[config.mk]
export PLATFORM = sky130hd
export DESIGN_NAME = http_request_line_parser_core
export DESIGN_NICKNAME = d
export VERILOG_FILES = /design/src/hw/rtl/hrlp_pkg.sv /design/src/hw/rtl/http_request_line_parser_core.sv
export SDC_FILE = /design/constraint.sdc
export NUM_CORES = 1
export LEC_CHECK = 0
export BUFFER_PORTS_ARGS = -buffer_cell sky130_fd_sc_hd__buf_4
export CORE_MARGIN = 1
export CORE_UTILIZATION = 57
export DETAILED_ROUTE_END_ITERATION = 10
export PLACE_DENSITY = 0.8
export SLEW_MARGIN = 20
export SYNTH_ARGS = -nofsm -noshare
export SYNTH_HDL_FRONTEND = slang
export SYNTH_SLANG_ARGS = --single-unit
[constraint.sdc]
create_clock -name i_clk -period 6.3 [get_ports i_clk]
set_input_delay 0.63 -clock i_clk [delete_from_list [all_inputs] [get_ports i_clk]]
set_output_delay 0.63 -clock i_clk [all_outputs]
set_load 0.03 [all_outputs]
[src/hw/rtl/hrlp_pkg.sv]
// Package for the HTTP request line parser core.
// Holds result kind codes, character constants and register defaults.
// No dependencies.
package hrlp_pkg;

    // Result kinds
    localparam logic [2:0] K_URI   = 3'd0;
    localparam logic [2:0] K_VER   = 3'd1;
    localparam logic [2:0] K_OK    = 3'd2;
    localparam logic [2:0] K_UNSUP = 3'd3;
    localparam logic [2:0] K_BAD   = 3'd4;

    // Configuration register indexes
    localparam logic REG_URI_LIMIT = 1'b0;
    localparam logic REG_VER_LIMIT = 1'b1;

    // Characters
    localparam logic [7:0] CH_SP = 8'h20;
    localparam logic [7:0] CH_CR = 8'h0D;
    localparam logic [7:0] CH_LF = 8'h0A;
    localparam logic [7:0] CH_G  = 8'h47;
    localparam logic [7:0] CH_E  = 8'h45;
    localparam logic [7:0] CH_T  = 8'h54;
    localparam logic [7:0] CH_P  = 8'h50;
    localparam logic [7:0] CH_O  = 8'h4F;
    localparam logic [7:0] CH_S  = 8'h53;

    // Widths and defaults
    localparam int          URI_W             = 16;
    localparam int          VER_W             = 8;
    localparam logic [15:0] URI_LIMIT_RESET   = 16'd2048;
    localparam logic [7:0]  VER_LIMIT_RESET   = 8'd16;
    localparam int          METHOD_LIMIT_DEF  = 8;

endpackage

[src/hw/rtl/http_request_line_parser_core.sv]
// HTTP request line parser: byte stream in, URI/version bytes and line status out.
// Depends on hrlp_pkg.
//
// Usage:
//   Input channel (i_in_valid / o_in_ready / i_data_byte) carries one byte of
//   the request line per beat. Output channel (o_out_valid / i_out_ready)
//   carries at most one result beat per input beat: a URI byte, a version
//   byte, line ok with method and field lengths, unsupported method, or bad
//   request. Skipped bytes, method bytes under the limit, spaces after a
//   known method or the URI, and the version's CR give no result. Results
//   are registered. One byte per cycle when not stalled; parsing is one pass
//   of compare and increment logic into the result register.
//   Stall: while a result waits on the output, the block still accepts a new
//   byte in the cycle the receiver takes the result; o_in_ready drops only
//   when the result register is full and i_out_ready is low.
//   Configuration: i_cfg_we writes uri_limit (index 0) or version_limit
//   (index 1) at once; write only while the block is idle.
//   Reset (synchronous, i_rst_n low): limits return to 2048 and 16, the
//   parser starts a new line in the method phase, the output is emptied.
module http_request_line_parser_core #(
    parameter int METHOD_LIMIT = hrlp_pkg::METHOD_LIMIT_DEF
) (
    input  logic        i_clk,
    input  logic        i_rst_n,
    // configuration write port
    input  logic        i_cfg_we,
    input  logic        i_cfg_index,
    input  logic [15:0] i_cfg_data,
    // input byte channel
    input  logic        i_in_valid,
    output logic        o_in_ready,
    input  logic [7:0]  i_data_byte,
    // result channel
    output logic        o_out_valid,
    input  logic        i_out_ready,
    output logic [2:0]  o_kind,
    output logic [7:0]  o_out_byte,
    output logic        o_method_code,
    output logic [15:0] o_uri_length,
    output logic [7:0]  o_version_length
);

    // Parser phases
    localparam logic [2:0] PH_METHOD  = 3'd0;
    localparam logic [2:0] PH_URI     = 3'd1;
    localparam logic [2:0] PH_VERSION = 3'd2;
    localparam logic [2:0] PH_WAIT_LF = 3'd3;
    localparam logic [2:0] PH_SKIP    = 3'd4;

    localparam logic [16:0] METHOD_LIM = 17'(METHOD_LIMIT);

    // Configuration registers
    logic [15:0] r_uri_limit;
    logic [7:0]  r_ver_limit;

    // Parse state
    logic [2:0]  r_phase,     n_phase;
    logic [15:0] r_count,     n_count;
    logic [15:0] r_uri_count, n_uri_count;
    logic        r_get_match, n_get_match;   // method prefix still matches GET
    logic        r_post_match, n_post_match; // method prefix still matches POST
    logic        r_is_post,   n_is_post;

    // Output register
    logic        r_out_valid, n_out_valid;
    logic [2:0]  r_kind,      n_kind;
    logic [7:0]  r_out_byte,  n_out_byte;
    logic        r_method,    n_method;
    logic [15:0] r_uri_len,   n_uri_len;
    logic [7:0]  r_ver_len,   n_ver_len;

    logic        accept;
    logic        emit;
    logic [16:0] count_inc;
    logic        first;
    logic        known;

    // Take a new byte whenever the result register is empty or drains now.
    assign o_in_ready = !r_out_valid || i_out_ready;
    assign accept     = i_in_valid && o_in_ready;
    assign count_inc  = {1'b0, r_count} + 17'd1;
    assign first      = (r_count == 16'd0);
    assign known      = (r_count == 16'd3 && r_get_match) ||
                        (r_count == 16'd4 && r_post_match);

    always_comb begin
        n_phase      = r_phase;
        n_count      = r_count;
        n_uri_count  = r_uri_count;
        n_get_match  = r_get_match;
        n_post_match = r_post_match;
        n_is_post    = r_is_post;
        emit         = 1'b0;
        n_kind       = hrlp_pkg::K_URI;
        n_out_byte   = 8'd0;
        n_method     = 1'b0;
        n_uri_len    = 16'd0;
        n_ver_len    = 8'd0;

        unique case (r_phase)
            PH_METHOD: begin
                if (i_data_byte == hrlp_pkg::CH_SP) begin
                    if (known) begin
                        n_phase   = PH_URI;
                        n_count   = 16'd0;
                        n_is_post = (r_count == 16'd4);
                    end else begin
                        emit   = 1'b1;
                        n_kind = hrlp_pkg::K_UNSUP;
                        n_phase = PH_SKIP;
                        n_count = 16'd0;
                    end
                end else begin
                    // Track the method prefix against GET and POST.
                    case (r_count)
                        16'd0: begin
                            n_get_match  = (i_data_byte == hrlp_pkg::CH_G);
                            n_post_match = (i_data_byte == hrlp_pkg::CH_P);
                        end
                        16'd1: begin
                            n_get_match  = r_get_match && (i_data_byte == hrlp_pkg::CH_E);
                            n_post_match = r_post_match && (i_data_byte == hrlp_pkg::CH_O);
                        end
                        16'd2: begin
                            n_get_match  = r_get_match && (i_data_byte == hrlp_pkg::CH_T);
                            n_post_match = r_post_match && (i_data_byte == hrlp_pkg::CH_S);
                        end
                        16'd3: begin
                            n_post_match = r_post_match && (i_data_byte == hrlp_pkg::CH_T);
                        end
                        default: begin
                            n_get_match  = r_get_match && !first;
                            n_post_match = r_post_match && !first;
                        end
                    endcase
                    n_count = count_inc[15:0];
                    if (count_inc >= METHOD_LIM) begin
                        emit    = 1'b1;
                        n_kind  = hrlp_pkg::K_BAD;
                        n_phase = (i_data_byte == hrlp_pkg::CH_LF) ? PH_METHOD : PH_SKIP;
                        n_count = 16'd0;
                    end
                end
            end
            PH_URI: begin
                if (i_data_byte == hrlp_pkg::CH_SP) begin
                    n_uri_count = r_count;
                    n_count     = 16'd0;
                    n_phase     = PH_VERSION;
                end else if (count_inc >= {1'b0, r_uri_limit}) begin
                    emit    = 1'b1;
                    n_kind  = hrlp_pkg::K_BAD;
                    n_phase = (i_data_byte == hrlp_pkg::CH_LF) ? PH_METHOD : PH_SKIP;
                    n_count = 16'd0;
                end else begin
                    emit       = 1'b1;
                    n_kind     = hrlp_pkg::K_URI;
                    n_out_byte = i_data_byte;
                    n_count    = count_inc[15:0];
                end
            end
            PH_VERSION: begin
                if (i_data_byte == hrlp_pkg::CH_CR) begin
                    n_phase = PH_WAIT_LF;
                end else if (count_inc >= {9'd0, r_ver_limit}) begin
                    emit    = 1'b1;
                    n_kind  = hrlp_pkg::K_BAD;
                    n_phase = (i_data_byte == hrlp_pkg::CH_LF) ? PH_METHOD : PH_SKIP;
                    n_count = 16'd0;
                end else begin
                    emit       = 1'b1;
                    n_kind     = hrlp_pkg::K_VER;
                    n_out_byte = i_data_byte;
                    n_count    = count_inc[15:0];
                end
            end
            PH_WAIT_LF: begin
                emit    = 1'b1;
                n_count = 16'd0;
                if (i_data_byte == hrlp_pkg::CH_LF) begin
                    n_kind    = hrlp_pkg::K_OK;
                    n_method  = r_is_post;
                    n_uri_len = r_uri_count;
                    n_ver_len = r_count[7:0];
                    n_phase   = PH_METHOD;
                end else begin
                    n_kind  = hrlp_pkg::K_BAD;
                    n_phase = PH_SKIP;
                end
            end
            default: begin
                // Skip up to the line feed that closes the failed line.
                if (i_data_byte == hrlp_pkg::CH_LF) begin
                    n_phase = PH_METHOD;
                    n_count = 16'd0;
                end
            end
        endcase
    end

    // Load a result on an accepted beat that produces one; drop it when taken.
    assign n_out_valid = (accept && emit) || (r_out_valid && !i_out_ready);

    always_ff @(posedge i_clk) begin
        if (!i_rst_n) begin
            r_uri_limit  <= hrlp_pkg::URI_LIMIT_RESET;
            r_ver_limit  <= hrlp_pkg::VER_LIMIT_RESET;
            r_phase      <= PH_METHOD;
            r_count      <= 16'd0;
            r_uri_count  <= 16'd0;
            r_get_match  <= 1'b0;
            r_post_match <= 1'b0;
            r_is_post    <= 1'b0;
            r_out_valid  <= 1'b0;
        end else begin
            if (i_cfg_we) begin
                if (i_cfg_index == hrlp_pkg::REG_URI_LIMIT) begin
                    r_uri_limit <= i_cfg_data;
                end else begin
                    r_ver_limit <= i_cfg_data[7:0];
                end
            end
            if (accept) begin
                r_phase      <= n_phase;
                r_count      <= n_count;
                r_uri_count  <= n_uri_count;
                r_get_match  <= n_get_match;
                r_post_match <= n_post_match;
                r_is_post    <= n_is_post;
            end
            r_out_valid <= n_out_valid;
        end
    end

    // Result payload: no reset, loaded only with a new result.
    always_ff @(posedge i_clk) begin
        if (accept && emit) begin
            r_kind     <= n_kind;
            r_out_byte <= n_out_byte;
            r_method   <= n_method;
            r_uri_len  <= n_uri_len;
            r_ver_len  <= n_ver_len;
        end
    end

    assign o_out_valid      = r_out_valid;
    assign o_kind           = r_kind;
    assign o_out_byte       = r_out_byte;
    assign o_method_code    = r_method;
    assign o_uri_length     = r_uri_len;
    assign o_version_length = r_ver_len;

endmodule

* After elaboration in Yosys (flattened, before gate mapping)
Cells that the tools add are included.
Operators by class: $add $sub $neg 1, order comparisons 3, equality and inequality tests 20, bitwise gates (word level) 3, reduce and logical (&&, ||, !) cells 30, muxes and demuxes 40
Operators by type and width (count):
- 16-bit two-way mux | 7
- 16-bit one-hot mux with 4 select lines | 1
- 8-bit by 7-bit equality test with 1-bit output, second input constant | 6
- 3-bit two-way mux | 16
- 16-bit by 2-bit equality test with 1-bit output, second input constant | 2
- 8-bit two-way mux | 4
- 3-bit one-hot mux with 4 select lines | 2
- 16-bit by 1-bit adder with 17-bit output, second input constant | 1
- 17-bit by 16-bit greater-or-equal comparator with 1-bit output | 1
- 17-bit by 4-bit greater-or-equal comparator with 1-bit output, second input constant | 1
- 17-bit by 8-bit greater-or-equal comparator with 1-bit output | 1
- 16-bit by 1-bit equality test with 1-bit output, second input constant | 1
- 16-bit by 3-bit equality test with 1-bit output, second input constant | 1
- 8-bit by 4-bit equality test with 1-bit output, second input constant | 2
- 16-bit logical NOT | 1
- 8-bit one-hot mux with 2 select lines | 1
- 1-bit logical AND | 12
- 1-bit one-hot mux with 4 select lines | 3
- 3-bit inequality test, second input constant | 3
- 3-bit AND reduction | 3
- 8-bit by 6-bit equality test with 1-bit output, second input constant | 1
- 4-bit AND reduction | 2
- 3-bit by 2-bit equality test with 1-bit output, second input constant | 2
- 2-bit AND reduction | 3
- other kinds (10) | 20
Storage, ports and cells: output and inout bits 38, input port bits 30, flip-flop bits (word level) 99

* Longest topological paths before layout
depth after elaboration 8, mapped depth 16, gate-level depth less buffers 14

* Least setup slack after synthesis
Ideal clock, no wire load.
kind register -> register, from register r_count[4], to register r_kind[0], in the netlist o_kind[0], enable pin, buffers on the path 1, period minus slack after synthesis 4.710 ns, data required time 5.826 ns, arrival time 4.236 ns, cell stages (with the launch flop) 10, setup slack 1.590 ns, library setup time 0.474 ns, cell sequence dfxtp_1 -> buf_4 -> nand4_1 -> nor2_1 -> and4_1 -> xor2_1 -> nor4_4 -> a21oi_1 -> a2111oi_2 -> nor3_1
Between the ends: longest elaborated chain between the ends 7, elaborated cells between the ends (all ways) 12, classes of those cells add/sub (1); order compare (1); eq/ne (2); mux (4); reduce/logical (4)
Ends and longest elaborated chain:
- start, declared | line http_request_line_parser_core.sv:58 | logic [15:0] r_count, n_count;
- start signal, assigned | line http_request_line_parser_core.sv:225 | r_count <= n_count;
- parallel branches: the longest is 4 deep, another holds 16-bit by 1-bit adder with 17-bit output
- 1-bit two-way mux * | line http_request_line_parser_core.sv:102 | if (i_data_byte == hrlp_pkg::CH_SP) begin
- 1-bit one-hot mux with 4 select lines * | line http_request_line_parser_core.sv:100 | unique case (r_phase)
- 1-bit logical AND * | line http_request_line_parser_core.sv:237 | if (accept && emit) begin
- end signal, assigned | line http_request_line_parser_core.sv:238 | r_kind <= n_kind;
- end, declared | line http_request_line_parser_core.sv:66 | logic [2:0] r_kind, n_kind;
Every way passes the cells marked *. A chain may end at the register's enable or synchronous reset.

* Worst setup path in the final report
from register r_count[0], to register r_count[12]
Between the ends: longest elaborated chain between the ends 5, elaborated cells between the ends (all ways) 11, classes of those cells add/sub (1); order compare (3); mux (7)
Ends and longest elaborated chain:
- 16-bit by 1-bit adder with 17-bit output * | line http_request_line_parser_core.sv:81 | assign count_inc = {1'b0, r_count} + 17'd1;
- 17-bit by 8-bit greater-or-equal comparator with 1-bit output (tied with other cells) | line http_request_line_parser_core.sv:165 | end else if (count_inc >= {9'd0, r_ver_limit}) begin
- 16-bit two-way mux, on equally long branches | line http_request_line_parser_core.sv:165, http_request_line_parser_core.sv:137, http_request_line_parser_core.sv:150
- 16-bit two-way mux, on equally long branches | line http_request_line_parser_core.sv:163, http_request_line_parser_core.sv:102, http_request_line_parser_core.sv:146
- 16-bit one-hot mux with 4 select lines * | line http_request_line_parser_core.sv:100
Mark *: on every way between the ends. The rest lies on a longest branch, timed or not. The select of a mux whose other input is x is not followed.

==> results.py <==
metrics = {
    "outcome": {
        "status": "complete, no violations",
    },
    "timing": {
        "clock.fmax_ghz": 0.248,
        "relSlewSlack_pct": 31.7,
        "whs_ns": 0.452,
        "finalCriticalPeriod_ns": 4.04,
        "slew_viol_final": 0,
        "finClkSkew_ns": 0.0119,
        "hold_viol": 0,
        "period_share_pct": 64.1,
        "rsz0062_at_grt": "false",
        "setup_viol": 0,
        "tightest_slew_ns": 1.02,
        "fin_setup_tns_ns": 0,
    },
    "worst_setup_path": {
        "crit_arrival_ns": 4.30,
        "crit_buf_inv": 0,
        "crit_top_cell": "ha_1",
        "start_kind": "flip-flop",
        "r2r_end": "r_count[12]",
        "end_kind": "flip-flop",
        "path_cells": "ha_1 > nand4_4 > nor2_1 > xor2_1 > ha_1 > nand4_1 > nor4_1 > a311oi_2 > a32oi_4 > nor3_1 > a211o_1",
        "cp_slowest_cell": "ha_1",
        "crit_required_ns": 6.57,
        "path_max_fanout": 19,
        "regToRegSetupSlack_ns": 2.26,
        "reg2reg_from": "r_count[0]",
        "critical_path_class": "reg2reg",
        "path_delay_family": "simple AND/OR/NAND/NOR gates",
        "reg2reg_depth": 11,
        "slowest_delay_ns": 0.69,
    },
    "clock_network": {
        "clkTransAtPathRegs_ns": 0.10,
        "cts_setup_buffers": 0,
        "cts_buffers": 9,
        "clock_path_buffers": 2,
        "clock-sinks": 99,
        "cts_root_buffer": "clkbuf_8",
        "cts.hold.buffers_added": 0,
        "cts_resized": 0,
        "clk_latency_ns": 0.36,
        "cts_tree": "done",
        "htree_levels": 3,
    },
    "placed_design": {
        "dp.final_hpwl_um": 9100,
        "place_area_um2": 5840,
        "port_buffers": 67,
        "place_congestion": 0.855,
    },
    "routing": {
        "wl_met2_um": 5820,
        "wl_um": 12200,
        "drc": 0,
        "wl_per_cell_um": 15.8,
        "routed_via_density": 5.88,
        "top_layer": "met4",
        "drtIter0Drc": 273,
        "num_vias": 4537,
        "met1Wirelength_um": 5550,
        "detail-route-antenna-nets": 0,
        "wl_met3_um": 611,
        "drt_first_pass_iters": 5,
    },
    "layout": {
        "mostFrequentLayoutCells": "nand2_1, buf_4, dfxtp_1",
        "fin_util_pct": 67.8,
        "syn2layout_area_growth_pct": 13.1,
        "drive_gt1_share_pct": 15.4,
        "final_common_cell": "nand2_1",
        "nNetsFinal": 715,
        "nFillCells": 752,
        "antenna-diode-count": 0,
        "finalInstanceArea_um2": 6030,
    },
    "global_route": {
        "grt_max_degree": 53,
        "antenna_found_initial": 0,
        "grt_overflow": 0,
        "grt_util_all_layers_pct": 26.5,
        "grt_pass1_vias": 4208,
        "grt_pass1_wl_um": 20400,
    },
    "floorplanning": {
        "die_x_um": 98.7,
        "coreArea_um2": 8890,
        "start_util_pct": 59.9,
        "die_h_um": 98.7,
        "rows": 34,
        "dieArea_um2": 9740,
        "io_pins": 68,
    },
    "power_and_ir_drop": {
        "cellLeakagePower_nw": 2.43,
        "peakVddDrop_uv": 95.6,
        "total_power_mw": 1.16,
        "p_per_area_nw_per_um2": 192,
    },
    "run": {
        "drv_cap": 0,
    },
    "synth": {
        "synth_top_flop_cell": "dfxtp_1",
        "synth_cell_types": 62,
        "synth_fp_nets": 668,
        "async_flop_share_pct": 0,
        "synth-edff-count": 36,
        "synth_area_um2": 5330,
        "yosysWarnings": 0,
        "avgSynthCellArea_um2": 8.71,
        "ys_ff_latch": 99,
        "syn_inst": 612,
        "ys_seq_area_share_pct": 43.9,
    },
    "worst_hold_path": {
        "hold_path.class": "reg2reg",
        "hold_start": "r_uri_count[0]",
        "hold_path_depth": 2,
        "min_to": "r_uri_count[0]",
    },
}
-- area by class of cell --
class / count / area, µm² / area share (%)
timing repair buffer: 71 / 533 / 8.84
inverter: 28 / 105 / 1.74
multi-input combinational: 450 / 2730 / 45.2
clock buffer: 10 / 128 / 2.12
sequential: 99 / 2340 / 38.8
clock inverter: 6 / 60.1 / 0.996
tap: 108 / 135 / 2.24
-- registers in the layout, indices dropped and copies added, names as in the netlist --
signal and flops:
o_kind 3, o_method_code 1, o_out_byte 8, o_out_valid 1, o_uri_length 16, o_version_length 8
r_count 16, r_get_match 1, r_is_post 1, r_phase 3, r_post_match 1, r_uri_count 16
r_uri_limit 16, r_ver_limit 8
-- metrics by stage --
| stage | instances | setup slack [ns] |
|---|---|---|
| finish | 772 | 2.26 |
| detailed placement | 756 | 2.31 |
| CTS | 772 | 2.30 |
| floorplan | 612 | 1.59 |
| global route | 772 | 1.93 |
| global placement | 756 | 2.43 |
-- worst max path at each step --
stage,endpoint,cells past startpoint,start
global route,r_count[0],12,r_count[0]
CTS,r_count[12],11,r_count[0]
detailed placement,r_count[12],11,r_count[0]
floorplan,o_kind[0],9,r_count[4]
finish,r_count[12],11,r_count[0]
global placement,r_count[0],12,r_count[0]
-- tightest hold or removal path, delay by kind of cell (launching register included) --
| family | cells | cell delay (ns) |
|---|---|---|
| DFF | 1 | 0.32 |
| and+or+nand+nor | 1 | 0.05 |
| AOI/OAI and AO/OA | 1 | 0.05 |
-- report_power, final --
group / internal (mW) / total [mW] / switching [mW]
Combinational: 0.0399 / 0.0969 / 0.0570
Sequential: 0.666 / 0.674 / 0.00812
Clock: 0.152 / 0.388 / 0.236
Total: 0.858 / 1.16 / 0.302
-- routing by layer --
metal,up-vias,GRT usage [%]
li1,2246,-
met1,2129,35.5
met2,140,45.0
met3,22,3.26
met4,0,8.50
met5,-,0
-- cells in the mapped netlist, types with 12 or more instances --
cell type	number	share of area (%)
nand2_1	128	9.0
dfxtp_1	63	24
a21oi_1	52	4.9
and2_1	39	4.6
edfxtp_1	36	20
nor2_1	29	2.0
inv_1	27	1.9
clkbuf_1	26	1.8
ha_1	26	6.1
nand3_1	23	2.2
nand4_1	14	1.6
o21ai_0	13	1.2
nor3_1	12	1.1
-- kinds of logic (layout without fill, tap and decap cells) --
kind of cell / after synthesis / after routing / synth area share (%)
buffers and inverters: 63 / 115 / 5.00
muxes: 5 / 5 / 0.962
and+or+nand+nor: 291 / 291 / 27.5
xor gates and xnor gates: 12 / 12 / 1.97
AOI/OAI and AO/OA: 116 / 116 / 14.6
DFF: 99 / 99 / 43.9
adders and majority gates: 26 / 26 / 6.10
(Power assumes the default switching activity.)
